==> src/rtl/p2g_pkg.sv <==
package p2g_pkg;

    // Field widths fixed by the interface
    localparam int COORD_W = 16;
    localparam int INV_W   = 16;
    localparam int CELL_W  = 7;

    // Scaled coordinate: Q8.8 times Q8.8 gives a signed Q16.16 product
    localparam int PROD_W  = COORD_W + INV_W + 1;
    // Cell arithmetic is done at this width, wide enough for any ceil result
    localparam int IDX_W   = 20;

    localparam int DEFAULT_GRID_SIDE = 128;
    localparam int QUEUE_DEPTH       = 4;

    localparam logic [INV_W-1:0] INV_CELL_RESET = 16'd512;

    typedef enum logic {
        OP_POINT = 1'b0,
        OP_FRAME = 1'b1
    } opcode_t;

    typedef enum logic [1:0] {
        ST_CLEAR,
        ST_IDLE,
        ST_CHECK
    } back_state_t;

endpackage

==> src/rtl/p2g_fifo.sv <==
module p2g_fifo #(
    parameter int WIDTH = 15,
    parameter int DEPTH = p2g_pkg::QUEUE_DEPTH,
    parameter int CNT_W = $clog2(DEPTH + 1)
) (
    input  logic             clk,
    input  logic             rst_n,
    input  logic             push,
    input  logic [WIDTH-1:0] push_data,
    input  logic             pop,
    output logic [WIDTH-1:0] head,
    output logic             empty,
    output logic [CNT_W-1:0] count
);
    import p2g_pkg::*;

    localparam int PTR_W = (DEPTH > 1) ? $clog2(DEPTH) : 1;
    localparam logic [PTR_W-1:0] LAST = PTR_W'(DEPTH - 1);

    logic [WIDTH-1:0] slot_reg [DEPTH];
    logic [PTR_W-1:0] wr_ptr_reg;
    logic [PTR_W-1:0] wr_ptr_next;
    logic [PTR_W-1:0] rd_ptr_reg;
    logic [PTR_W-1:0] rd_ptr_next;
    logic [CNT_W-1:0] count_reg;
    logic [CNT_W-1:0] count_next;

    always_comb begin
        wr_ptr_next = wr_ptr_reg;
        rd_ptr_next = rd_ptr_reg;
        count_next  = count_reg;
        if (push) begin
            wr_ptr_next = (wr_ptr_reg == LAST) ? '0 : wr_ptr_reg + 1'b1;
        end
        if (pop) begin
            rd_ptr_next = (rd_ptr_reg == LAST) ? '0 : rd_ptr_reg + 1'b1;
        end
        if (push && !pop) begin
            count_next = count_reg + 1'b1;
        end else if (pop && !push) begin
            count_next = count_reg - 1'b1;
        end
    end

    always_ff @(posedge clk or negedge rst_n) begin
        if (!rst_n) begin
            wr_ptr_reg <= '0;
            rd_ptr_reg <= '0;
            count_reg  <= '0;
        end else begin
            wr_ptr_reg <= wr_ptr_next;
            rd_ptr_reg <= rd_ptr_next;
            count_reg  <= count_next;
        end
    end

    always_ff @(posedge clk) begin
        if (push) begin
            slot_reg[wr_ptr_reg] <= push_data;
        end
    end

    assign head  = slot_reg[rd_ptr_reg];
    assign empty = (count_reg == '0);
    assign count = count_reg;

endmodule

==> config.mk <==
export PLATFORM = sky130hd
export DESIGN_NAME = p2g_fifo
export DESIGN_NICKNAME = d
export VERILOG_FILES = /design/src/rtl/p2g_pkg.sv /design/src/rtl/p2g_fifo.sv
export SDC_FILE = /design/constraint.sdc
export NUM_CORES = 1
export LEC_CHECK = 0
export BUFFER_PORTS_ARGS = -buffer_cell sky130_fd_sc_hd__buf_2
export CAP_MARGIN = 20
export CORE_MARGIN = 2
export CORE_UTILIZATION = 60
export CTS_CLUSTER_DIAMETER = 100
export DETAILED_ROUTE_END_ITERATION = 10
export HOLD_SLACK_MARGIN = 0.05
export PLACE_DENSITY = 0.83
export SETUP_SLACK_MARGIN = 0.05
export SLEW_MARGIN = 0
export SYNTH_ARGS = -nofsm -noshare
export SYNTH_HDL_FRONTEND = slang
export SYNTH_SLANG_ARGS = --single-unit
==> constraint.sdc <==
create_clock -name clk -period 3.9 [get_ports clk]
set_clock_uncertainty 0.05 [all_clocks]
set_input_delay 0.975 -clock clk [delete_from_list [all_inputs] [get_ports clk]]
set_output_delay 0.975 -clock clk [all_outputs]
set_load 0.01 [all_outputs]
==> flow_metrics.tcl <==
set metrics [dict create \
    antennaDiodeCount 0 \
    critical_path_class "reg -> out" \
    finalSetupViolCount 0 \
    routed_via_density 5.56 \
    worstPathCellList "mux4_1 > buf_2" \
    vdd_drop_max_mv 0.420 \
    syn_area_um2 2610 \
    dp_hpwl_mm 2.49 \
    antenna_found_initial 0 \
    yosys.area.top_type "edfxtp_1" \
    coreArea_um2 4090 \
    power_switching_share_pct 28.5 \
    crit_cells 2 \
    clkPwrFrac_pct 24.7 \
    drive_gt1_share_pct 37.8 \
    comb_power_share_pct 25.1 \
    startpoint "rd_ptr_reg[0]" \
    finalPower_mw 2.12 \
    wl_per_cell_um 18.4 \
    overflow 0 \
    fin_tns_setup_ns 0 \
    fin_ws_ns 0.812 \
    detail-route-antenna-nets 0 \
    critical_path.max_fanout 18 \
    cts_hold_buf 0 \
    rrSetupSlack_ns 2.14 \
    start_kind "flop" \
    clock_latency_ns 0.32 \
    p_leak_nw 1.12 \
    grt_setup_unrepaired "no" \
    routabilityCongestion 0.674 \
    cts_resized 0 \
    area_growth_pct 14.9 \
    cp_slowest_cell "dfrtp_1" \
    nets 185 \
    max_stage_delay_ns 0.93 \
    synth_seq_cells 67 \
    io_buffers 37 \
    ys_top_cells_by_area "edfxtp_1 (69%), mux4_1 (7.0%), mux4_2 (6.9%)" \
    syn_avg_cell_area_um2 22.7 \
    syn_nets 141 \
    min_period_ns 3.09 \
    status "finished, final reports clean" \
    dieArea_um2 4900 \
    initial_core_util_pct 63.9 \
    relSlewSlack_pct 39.6 \
    p_seq_share_pct 50.2 \
    min_path_type "in -> async" \
    synth_top_area_share_pct 69.0 \
    grt_pass1_wl_mm 6.58 \
    p_switching_uw 602 \
    drv_slew 0 \
    post-route-period-util_pct 79.2 \
    crit_end "head[13]" \
    reg2reg_depth 3 \
    cts_tree "done" \
    cts_root_buf "clkbuf_8" \
    cp.required_ns 2.87 \
    largest_reg_flops 60 \
    cp-end-kind "output pin" \
    drv_cap 0 \
    ys_types 18 \
    instances_no_fill 214 \
    clkTransAtPathRegs_ns 0.07 \
    regToRegStartpoint "wr_ptr_reg[0]" \
    htreeDepth 3 \
    place_inst 198 \
    wl_mm 3.94 \
    rows 23 \
    yosys_warnings 0 \
    pin_count 38 \
    intPower_mw 1.51 \
    place_ws_ns 1.10 \
    crit_family "flip-flops" \
    grt_pass1_vias 1363 \
    clock_sinks 67 \
    tightest_slew_ns 0.906 \
    grt_max_degree 19 \
    route.detailed.drc 0 \
    crit_buf_inv 1 \
    cts_buffer_depth 2 \
    hold_viol 0 \
    drt_iter0_drc 60 \
    dieWidth_um 70.0 \
    power_density_nw_per_um2 705 \
    clock.fmax_ghz 0.324 \
    layout_commonest_cell "edfxtp_1" \
    cts_setup_buffers 0 \
    cp.arrival_ns 2.06 \
    die_h_um 70.0 \
    vias 1190 \
    hold_slack_ns 0.424 \
    dr.pass1.iters 4 \
    grt.total_usage_pct 18.6 \
    cts_buffers 9 \
    ys_seq_area_share_pct 75.7 \
    final_cell_mix "edfxtp_1 (60), buf_2 (37), clkbuf_8 (9)" \
    r2r-end "slot_reg[0][0]" \
    netlist_instances 115 \
]
## through the flow
stage                     utilization [%]  area (um2)
after floorplan                         -        2610
after global placement               69.0        2820
after detailed placement             69.0        2820
after CTS                            73.5        3000
after global routing                 73.5        3000
final                                73.5        3000
## worst min path at each step
stage | start | to | cells after the start | slack [ns]
4_1_cts | rst_n | wr_ptr_reg[1] | 1 | 0.42
5_1_grt | rst_n | count[2] | 1 | 0.41
2_1_floorplan | count[2] | count[2] | 1 | 0.47
3_3_place_gp | count[2] | count[2] | 1 | 0.42
3_5_place_dp | count[2] | count[2] | 1 | 0.45
6_report | rst_n | wr_ptr_reg[1] | 1 | 0.42
## power by group through the flow
stage	Clock (mW)	Combinational, mW	Sequential [mW]
6_report	0.522	0.531	1.06
4_1_cts	0.534	0.545	1.07
2_1_floorplan	0	0.447	0.996
3_3_place_gp	0	0.518	1.07
5_1_grt	0.569	0.583	1.09
3_5_place_dp	0	0.541	1.08
## cell type report
class,instances,area [um2]
clock buffers,10,128
clock inverters,6,56.3
fillers,249,1080
inverters,4,15.0
multi-input cells,40,578
flip-flops and latches,67,1980
well taps,50,62.6
repair buffers,37,185
## cell usage after synthesis (all sizes together)
| master | count |
|---|---|
| nor3 | 1 |
| buf | 4 |
| ha | 6 |
| mux4 | 15 |
| xnor2 | 1 |
| dfrtp | 7 |
| nand2 | 2 |
| fa | 1 |
| and2 | 4 |
| nor2 | 3 |
| xor2 | 2 |
| mux2 | 3 |
| o21ai | 2 |
| edfxtp | 60 |
| inv | 4 |
## cells by family (layout without fill, tap and decap cells)
kind of cell,count (synthesis),after routing,synth area share [%]
flops,67,67,75.7
xor+xnor,3,3,1.01
simple gates,10,10,1.87
mux,18,18,15.2
buf+inv,8,57,2.16
compound gates,2,2,0.383
fa+ha+maj,7,7,3.64
## per-layer routing
layer | GRT usage [%] | wire (um)
met5 | 0 | 0
met4 | 8.33 | 38
met3 | 6.78 | 178
met1 | 21.3 | 1590
met2 | 31.4 | 2130
Note: power is estimated with default switching activity, not from simulation.
